===== src/rtl/rapc_pkg.sv =====
// ----------------------------------------------------------------------------
// rapc_pkg
// Shared types and constants of the RGBA alpha premultiply converter.
// ----------------------------------------------------------------------------
package rapc_pkg;

    localparam int DIV_BITS    = 8;
    localparam int LANE_STAGES = DIV_BITS + 1;
    localparam int NUM_LANES   = 3;

    localparam logic [7:0]  FULL_SCALE  = 8'd255;
    localparam logic [15:0] PREMUL_BIAS = 16'd254;

    // Configuration register indexes.
    localparam logic [1:0] REG_DIRECTION     = 2'd0;
    localparam logic [1:0] REG_CONVERT_ALPHA = 2'd1;
    localparam logic [1:0] REG_SWAP_RED_BLUE = 2'd2;

    // Per-channel operation carried down a lane.
    localparam logic [1:0] OP_COPY = 2'd0;
    localparam logic [1:0] OP_SAT  = 2'd1;
    localparam logic [1:0] OP_DIV  = 2'd2;
    localparam logic [1:0] OP_PRE  = 2'd3;

    typedef struct packed {
        logic direction;
        logic convert_alpha;
        logic swap_red_blue;
    } rapc_cfg_t;

    typedef struct packed {
        logic [1:0]  op;
        logic [15:0] rem;
        logic [7:0]  quo;
        logic [7:0]  dvs;
    } rapc_lane_t;

endpackage


===== src/rtl/rgba_alpha_premultiply_convert.sv =====
// ----------------------------------------------------------------------------
// rgba_alpha_premultiply_convert
// Premultiplies or un-premultiplies one RGBA8888 pixel per unstalled clock.
// ----------------------------------------------------------------------------
// Pixels enter on the s_ channel and leave on the m_ channel, both valid/ready;
// one beat carries one pixel. Three lanes, one per colour channel, each run a
// product stage and an eight-stage restoring divider (one quotient bit per
// stage); premultiply uses a multiply then an exact divide by 255. A merge
// register swaps channels 0 and 2 if asked and holds the result beat.
// Each pixel passes the entry stage, the divider stages and the merge register
// in turn; with the output not stalled, one pixel is taken per cycle.
// When the receiver stalls, the stall backs up stage by stage; empty stages
// keep filling, so s_ready drops only once every stage holds a pixel.
// Configuration registers (direction, convert_alpha, swap_red_blue) are
// written through cfg_wr_en/cfg_index/cfg_wdata; the user must do so only
// while the block is idle (the block does not enforce it). Synchronous reset
// empties the pipeline, loads direction 0, convert_alpha 1, swap_red_blue 0.
// ----------------------------------------------------------------------------
module rgba_alpha_premultiply_convert
    import rapc_pkg::*;
(
    input  logic       aclk,
    input  logic       aresetn,
    input  logic       cfg_wr_en,
    input  logic [1:0] cfg_index,
    input  logic       cfg_wdata,
    input  logic       s_valid,
    output logic       s_ready,
    input  logic [7:0] s_in_ch0,
    input  logic [7:0] s_in_ch1,
    input  logic [7:0] s_in_ch2,
    input  logic [7:0] s_in_alpha,
    output logic       m_valid,
    input  logic       m_ready,
    output logic [7:0] m_out_ch0,
    output logic [7:0] m_out_ch1,
    output logic [7:0] m_out_ch2,
    output logic [7:0] m_out_alpha
);

    rapc_cfg_t              cfg_reg;
    logic [LANE_STAGES-1:0] valid_reg;
    logic                   out_valid_reg;
    logic [LANE_STAGES-1:0] adv;
    logic                   out_adv;
    logic [7:0]             alpha_reg [LANE_STAGES];
    logic [7:0]             lane_res [NUM_LANES];
    logic [7:0]             lane_in [NUM_LANES];

    always_ff @(posedge aclk) begin
        if (!aresetn) begin
            cfg_reg.direction     <= 1'b0;
            cfg_reg.convert_alpha <= 1'b1;
            cfg_reg.swap_red_blue <= 1'b0;
        end else if (cfg_wr_en) begin
            unique case (cfg_index)
                REG_DIRECTION:     cfg_reg.direction     <= cfg_wdata;
                REG_CONVERT_ALPHA: cfg_reg.convert_alpha <= cfg_wdata;
                REG_SWAP_RED_BLUE: cfg_reg.swap_red_blue <= cfg_wdata;
                default: begin
                end
            endcase
        end
    end

    // A stage moves on when it is empty or its successor moves on.
    always_comb begin
        out_adv = !out_valid_reg || m_ready;
        adv[LANE_STAGES-1] = !valid_reg[LANE_STAGES-1] || out_adv;
        for (int j = LANE_STAGES - 2; j >= 0; j--) begin
            adv[j] = !valid_reg[j] || adv[j+1];
        end
    end

    always_ff @(posedge aclk) begin
        if (!aresetn) begin
            valid_reg     <= '0;
            out_valid_reg <= 1'b0;
        end else begin
            if (adv[0]) begin
                valid_reg[0] <= s_valid;
            end
            for (int j = 1; j < LANE_STAGES; j++) begin
                if (adv[j]) begin
                    valid_reg[j] <= valid_reg[j-1];
                end
            end
            if (out_adv) begin
                out_valid_reg <= valid_reg[LANE_STAGES-1];
            end
        end
    end

    always_ff @(posedge aclk) begin
        if (adv[0]) begin
            alpha_reg[0] <= s_in_alpha;
        end
        for (int j = 1; j < LANE_STAGES; j++) begin
            if (adv[j]) begin
                alpha_reg[j] <= alpha_reg[j-1];
            end
        end
    end

    assign lane_in[0] = s_in_ch0;
    assign lane_in[1] = s_in_ch1;
    assign lane_in[2] = s_in_ch2;

    for (genvar l = 0; l < NUM_LANES; l++) begin : g_lane
        rapc_lane u_lane (
            .aclk   (aclk),
            .cfg    (cfg_reg),
            .adv    (adv),
            .chan   (lane_in[l]),
            .alpha  (s_in_alpha),
            .result (lane_res[l])
        );
    end

    rapc_merge u_merge (
        .aclk          (aclk),
        .load          (out_adv),
        .swap_red_blue (cfg_reg.swap_red_blue),
        .lane0         (lane_res[0]),
        .lane1         (lane_res[1]),
        .lane2         (lane_res[2]),
        .alpha         (alpha_reg[LANE_STAGES-1]),
        .ch0           (m_out_ch0),
        .ch1           (m_out_ch1),
        .ch2           (m_out_ch2),
        .ch_alpha      (m_out_alpha)
    );

    assign s_ready = adv[0];
    assign m_valid = out_valid_reg;

endmodule


===== src/rtl/rapc_lane.sv =====
// ----------------------------------------------------------------------------
// rapc_lane
// One colour channel: product stage followed by a bit-per-stage divider.
// ----------------------------------------------------------------------------
module rapc_lane
    import rapc_pkg::*;
(
    input  logic                   aclk,
    input  rapc_cfg_t              cfg,
    input  logic [LANE_STAGES-1:0] adv,
    input  logic [7:0]             chan,
    input  logic [7:0]             alpha,
    output logic [7:0]             result
);

    rapc_lane_t stage_reg [LANE_STAGES];
    rapc_lane_t entry_next;

    always_comb begin
        entry_next.op  = OP_COPY;
        entry_next.rem = '0;
        entry_next.quo = chan;
        entry_next.dvs = alpha;
        if (cfg.convert_alpha) begin
            if (cfg.direction) begin
                if (alpha != FULL_SCALE) begin
                    entry_next.op  = OP_PRE;
                    entry_next.rem = 16'(chan) * 16'(alpha) + PREMUL_BIAS;
                end
            end else if (alpha != 8'd0) begin
                // A colour at or above alpha gives a quotient of at least 255.
                if (chan >= alpha) begin
                    entry_next.op  = OP_SAT;
                    entry_next.quo = FULL_SCALE;
                end else begin
                    entry_next.op  = OP_DIV;
                    entry_next.rem = {chan, 8'd0} - {8'd0, chan};
                    entry_next.quo = '0;
                end
            end
        end
    end

    always_ff @(posedge aclk) begin
        if (adv[0]) begin
            stage_reg[0] <= entry_next;
        end
    end

    for (genvar k = 1; k < LANE_STAGES; k++) begin : g_step
        localparam int BitIdx = DIV_BITS - k;

        rapc_lane_t  prev;
        rapc_lane_t  stage_next;
        logic [15:0] trial;
        logic [16:0] pre_sum;

        always_comb begin
            prev       = stage_reg[k-1];
            stage_next = prev;
            trial      = {8'd0, prev.dvs} << BitIdx;
            // Exact x/255 for any x up to 65534: (x + 1 + x/256) / 256.
            pre_sum    = {1'b0, prev.rem} + 17'd1 + 17'(prev.rem[15:8]);
            unique case (prev.op)
                OP_DIV: begin
                    if (prev.rem >= trial) begin
                        stage_next.rem         = prev.rem - trial;
                        stage_next.quo[BitIdx] = 1'b1;
                    end
                end
                OP_PRE: begin
                    stage_next.quo = pre_sum[15:8];
                    stage_next.op  = OP_COPY;
                end
                OP_COPY, OP_SAT: begin
                end
            endcase
        end

        always_ff @(posedge aclk) begin
            if (adv[k]) begin
                stage_reg[k] <= stage_next;
            end
        end
    end

    assign result = stage_reg[LANE_STAGES-1].quo;

endmodule


===== src/rtl/rapc_merge.sv =====
// ----------------------------------------------------------------------------
// rapc_merge
// Output register: gathers the lane results and applies the channel swap.
// ----------------------------------------------------------------------------
module rapc_merge
    import rapc_pkg::*;
(
    input  logic       aclk,
    input  logic       load,
    input  logic       swap_red_blue,
    input  logic [7:0] lane0,
    input  logic [7:0] lane1,
    input  logic [7:0] lane2,
    input  logic [7:0] alpha,
    output logic [7:0] ch0,
    output logic [7:0] ch1,
    output logic [7:0] ch2,
    output logic [7:0] ch_alpha
);

    logic [7:0] ch0_reg, ch1_reg, ch2_reg, alpha_reg;

    always_ff @(posedge aclk) begin
        if (load) begin
            ch0_reg   <= swap_red_blue ? lane2 : lane0;
            ch1_reg   <= lane1;
            ch2_reg   <= swap_red_blue ? lane0 : lane2;
            alpha_reg <= alpha;
        end
    end

    assign ch0      = ch0_reg;
    assign ch1      = ch1_reg;
    assign ch2      = ch2_reg;
    assign ch_alpha = alpha_reg;

endmodule


===== config.mk =====
export PLATFORM = sky130hd
export DESIGN_NAME = rgba_alpha_premultiply_convert
export DESIGN_NICKNAME = d
export VERILOG_FILES = /design/src/rtl/rapc_pkg.sv /design/src/rtl/rgba_alpha_premultiply_convert.sv /design/src/rtl/rapc_lane.sv /design/src/rtl/rapc_merge.sv
export SDC_FILE = /design/constraint.sdc
export NUM_CORES = 2
export LEC_CHECK = 0
export BUFFER_PORTS_ARGS = -buffer_cell sky130_fd_sc_hd__buf_4
export CORE_MARGIN = 3
export CORE_UTILIZATION = 48
export DETAILED_ROUTE_END_ITERATION = 6
export PLACE_DENSITY = 0.67
export SLEW_MARGIN = 5
export SYNTH_ARGS = -nofsm -noshare
export SYNTH_HDL_FRONTEND = slang
export SYNTH_SLANG_ARGS = --single-unit
export TNS_END_PERCENT = 20

===== constraint.sdc =====
create_clock -name aclk -period 5.1 [get_ports aclk]
set_clock_uncertainty 0.05 [all_clocks]
set_input_delay 0.255 -clock aclk [delete_from_list [all_inputs] [get_ports aclk]]
set_output_delay 0.255 -clock aclk [all_outputs]
set_load 0.02 [all_outputs]

==> key figures <==
Status
  – Status: finished, final reports clean

GRT
  – First-pass GRT wire length: 188 mm
  – Vias in the first global route: 35,800
  – Initial antenna violation count: 0
  – Largest net degree at the start of global routing: 89
  – GRT Util Overall: 20.9%
  – Total grt overflow: 0

Critical path
  – Launching element type of the critical path: input pin
  – R2r worst-path depth: 7
  – Critical Path AT: 5090 ps
  – Worst Path Buf+Inv: 6
  – Reg2Reg Setup Slack: 1680 ps
  – RR Startpoint: g_lane[2].u_lane.stage_reg[1][1]$_DFFE_PP_
  – Crit-path max cell delay: 540 ps
  – CP delay by family, top: adder cells
  – Crit path top cell by count: fa_1
  – Slowest stage cell, crit path: fa_1
  – Critical Path Source: s_in_alpha[5]
  – CP max FO: 21
  – Required time worst endpoint: 5400 ps
  – Setup crit end kind: register
  – CP Cell Sequence: dlygate4sd3_1 -> buf_4 -> clkinv_1 -> buf_4 -> nor2_1 -> fa_1 -> ha_1 -> fa_1 -> inv_1 -> fa_1 -> inv_1 -> ha_1 -> o21a_1 -> a21oi_1 -> a21oi_1 -> o41ai_1 -> xor2_1 -> o22ai_1
  – FF-to-FF End: g_lane[1].u_lane.stage_reg[3][26]$_DFFE_PP_
  – Crit Path Category: input pin to register

STA
  – Final Hold Vio Count: 0
  – Endpoints failing setup: 0
  – Slew headroom: 21.4%
  – Fin crit period: 4790 ps
  – Fmax: 209 MHz
  – Max Slew Vio Count: 0
  – Fin crit share: 93.9%
  – Final worst slack: 310 ps
  – Unrepaired setup endpoints after global routing: false
  – Worst slew pin tran: 1170 ps
  – Total Neg Setup Slack: 0 ps

Synth
  – Post-Synth Adder-Cell Area: 17.8%
  – Post-synth top flop: edfxtp_1
  – Area fraction in compound gates after synthesis: 12.8%
  – Net Count, Synth: 5,639
  – Area share of the largest cell type after synthesis: 43.4%
  – Sequential fraction of the synthesis area: 43.9%
  – Cell area after synthesis: 52,100 sq um
  – Post-synth EDFFs: 752
  – Yosys cell types: 90
  – YS warnings: 0
  – Syn_area_per_cell: 10.5 sq um
  – Post-synthesis mux area share: 1.58%
  – Post-synth top area cell: edfxtp_1
  – Async SR Flop Fraction: 0%
  – Synth Instances: 4,945
  – Count of state elements after synthesis: 765
  – Largest cells by area after synthesis: edfxtp_1 (43%), ha_1 (12%), fa_1 (5.7%)
  – Simple-Gate Fraction of Synth Area: 13.6%
  – Post-synthesis xor/xnor area fraction: 6.54%
  – Largest family of logic cells by synthesized area: adder cells

Layout
  – Multi-input gate area: 27,300 sq um
  – Register area: 22,800 sq um
  – Synthesis-to-layout area growth: 9.70%
  – Layout cells sized above 1: 5.61%
  – Finished Layout Cells: 6,486
  – # nets final: 5,712
  – Max reg flops: 685
  – Fin area: 57,100 sq um
  – Final antenna diode count: 0
  – Filler Cells Inserted: 9,326

Route
  – WL final: 117 mm
  – Detail Route Antenna Nets: 0
  – DRC: 0
  – Routed vias: 35,900
  – Initial DRC Count: 1,929
  – TritonRoute pass-1 iters: 5
  – Vias/cell: 5.54
  – Routed len/inst: 18.1 microns

Pwr
  – Tot Pwr: 29,300 uW
  – Leak Pwr: 0.0242 uW
  – Peak supply drop: 254 uV
  – PwrDens: 513 nW/um^2

CTS
  – TritonCTS clock tree: done
  – Reg clk slew, reported paths: 70 ps
  – Postcts setup bufs: 0
  – Sink Count: 765
  – # H-tree levels: 3
  – Root buf cell: clkbuf_16
  – Clk_lat worst skew: 630 ps
  – Maximum clock path buffer count: 3
  – TritonCTS Buffers: 80

Floorplanning
  – Die area: 112,000 sq um
  – I/O pin total: 74
  – Starting Density: 48.5%
  – Die height: 335 microns
  – Rows: 120
  – Die extent in x: 335 microns
  – Core area: 107,000 sq um

Placed design
  – Area post-placement: 54,200 sq um
  – Pre-CTS WS: 197 ps
  – Placed instance count: 6,319
  – RD Place Congestion: 0.938
  – Final HPWL DP: 92.7 mm
  – Number of port buffers: 73

Worst hold path
  – Hold WC Path Type: input pin to register
  – WHS Path Cells: 2
  – Hold path startpoint: s_in_ch0[5]
  – Hold Path End: g_lane[0].u_lane.stage_reg[0][13]$_DFFE_PP_

Run
  – Max-cap violation count: 0
## per-stage QoR
step,hold slack (ps),util (%)
4_1_cts,9.60,53.2
3_3_place_gp,358,50.5
3_5_place_dp,362,50.5
6_report,52.9,53.2
5_1_grt,47.7,53.2
2_1_floorplan,304,-
## logic make-up after synthesis
family | Yosys count
AOI/OAI and AO/OA | 1083
adders and majority gates | 654
and+or+nand+nor | 1464
muxes | 75
DFF | 765
buffers and inverters | 515
xor gates and xnor gates | 389
## worst max path at each step
stage | to | cells past startpoint | slack [ps]
floorplan | g_lane[0].u_lane.stage_reg[0][31]$_SDFFCE_PN0P_ | 18 | 160
global placement | g_lane[0].u_lane.stage_reg[0][31]$_SDFFCE_PN0P_ | 19 | 270
detailed placement | g_lane[2].u_lane.stage_reg[0][31]$_SDFFCE_PN0P_ | 18 | 200
CTS | g_lane[2].u_lane.stage_reg[0][31]$_SDFFCE_PN0P_ | 19 | 330
global route | g_lane[1].u_lane.stage_reg[0][29]$_SDFFCE_PN0P_ | 19 | 10
finish | g_lane[1].u_lane.stage_reg[0][28]$_SDFFCE_PN0P_ | 18 | 310
## synthesized netlist by cell type (all sizes together) (12+ instances only)
| library cell | count |
|---|---|
| edfxtp | 752 |
| nand2 | 566 |
| ha | 507 |
| o21ai | 424 |
| inv | 371 |
| nor2 | 250 |
| a21oi | 223 |
| xor2 | 218 |
| xnor2 | 171 |
| fa | 147 |
| clkbuf | 119 |
| nor2b | 113 |
| nand3 | 90 |
| o21a | 88 |
| and2 | 76 |
| nor3 | 66 |
| a21o | 62 |
| mux2 | 58 |
| nand2b | 56 |
| nand4 | 56 |
| nor4 | 55 |
| a211oi | 42 |
| o31ai | 40 |
| o22ai | 34 |
| or3 | 33 |
| o211ai | 27 |
| and3 | 21 |
| a21boi | 18 |
| buf | 18 |
| mux2i | 17 |
| or4 | 15 |
| a31oi | 14 |
| dfxtp | 13 |
| o31a | 13 |
| nand4b | 12 |
| o22a | 12 |
| o41ai | 12 |
## per-layer routing
| metal | track usage (%) | wire, microns | vias up |
|---|---|---|---|
| li1 | - | - | 18000 |
| met1 | 23.8 | 47000 | 16800 |
| met2 | 37.7 | 58600 | 795 |
| met3 | 2.14 | 3910 | 336 |
| met4 | 12.6 | 7890 | 0 |
| met5 | 0 | 0 | - |
## where the power goes
part           switching, uW  total [uW]  internal [uW]  leakage (uW)
clock                   2400        5990           3580       0.00133
combinational           6280       11500           5260        0.0144
sequential              2270       11800           9510       0.00845
## placed cells by master (no fill, tap or decap), types with 36 or more instances in the layout
master	n
nand2b_1	56
o21a_1	88
nor2b_1	113
o21ai_0	84
fa_1	147
o31ai_1	36
a21o_1	62
nor2_1	249
inv_1	366
xor2_1	218
ha_1	507
clkbuf_16	81
o21ai_1	339
buf_4	105
nand2_1	563
nand4_1	56
edfxtp_1	752
nand3_1	89
a21oi_1	223
a211oi_1	41
xnor2_1	171
nor4_1	54
and2_1	76
nor3_1	65
## timing repair
action,CTS,global route
hold buffers,20,0
setup endpoints to repair,0,3
gates resized for setup,0,2
endpoints found under the hold margin,23,0
## layout make-up
cell class                 count  area share (%)
multi-input combinational   3665            47.9
sequential                   765            40.0
clock buffer                  96            3.70
tap                         1403            3.07
inverter                     378            2.49
timing repair buffer         128            1.84
clock inverter                51            1.07
No activity file was read; power rests on OpenSTA's default activity.
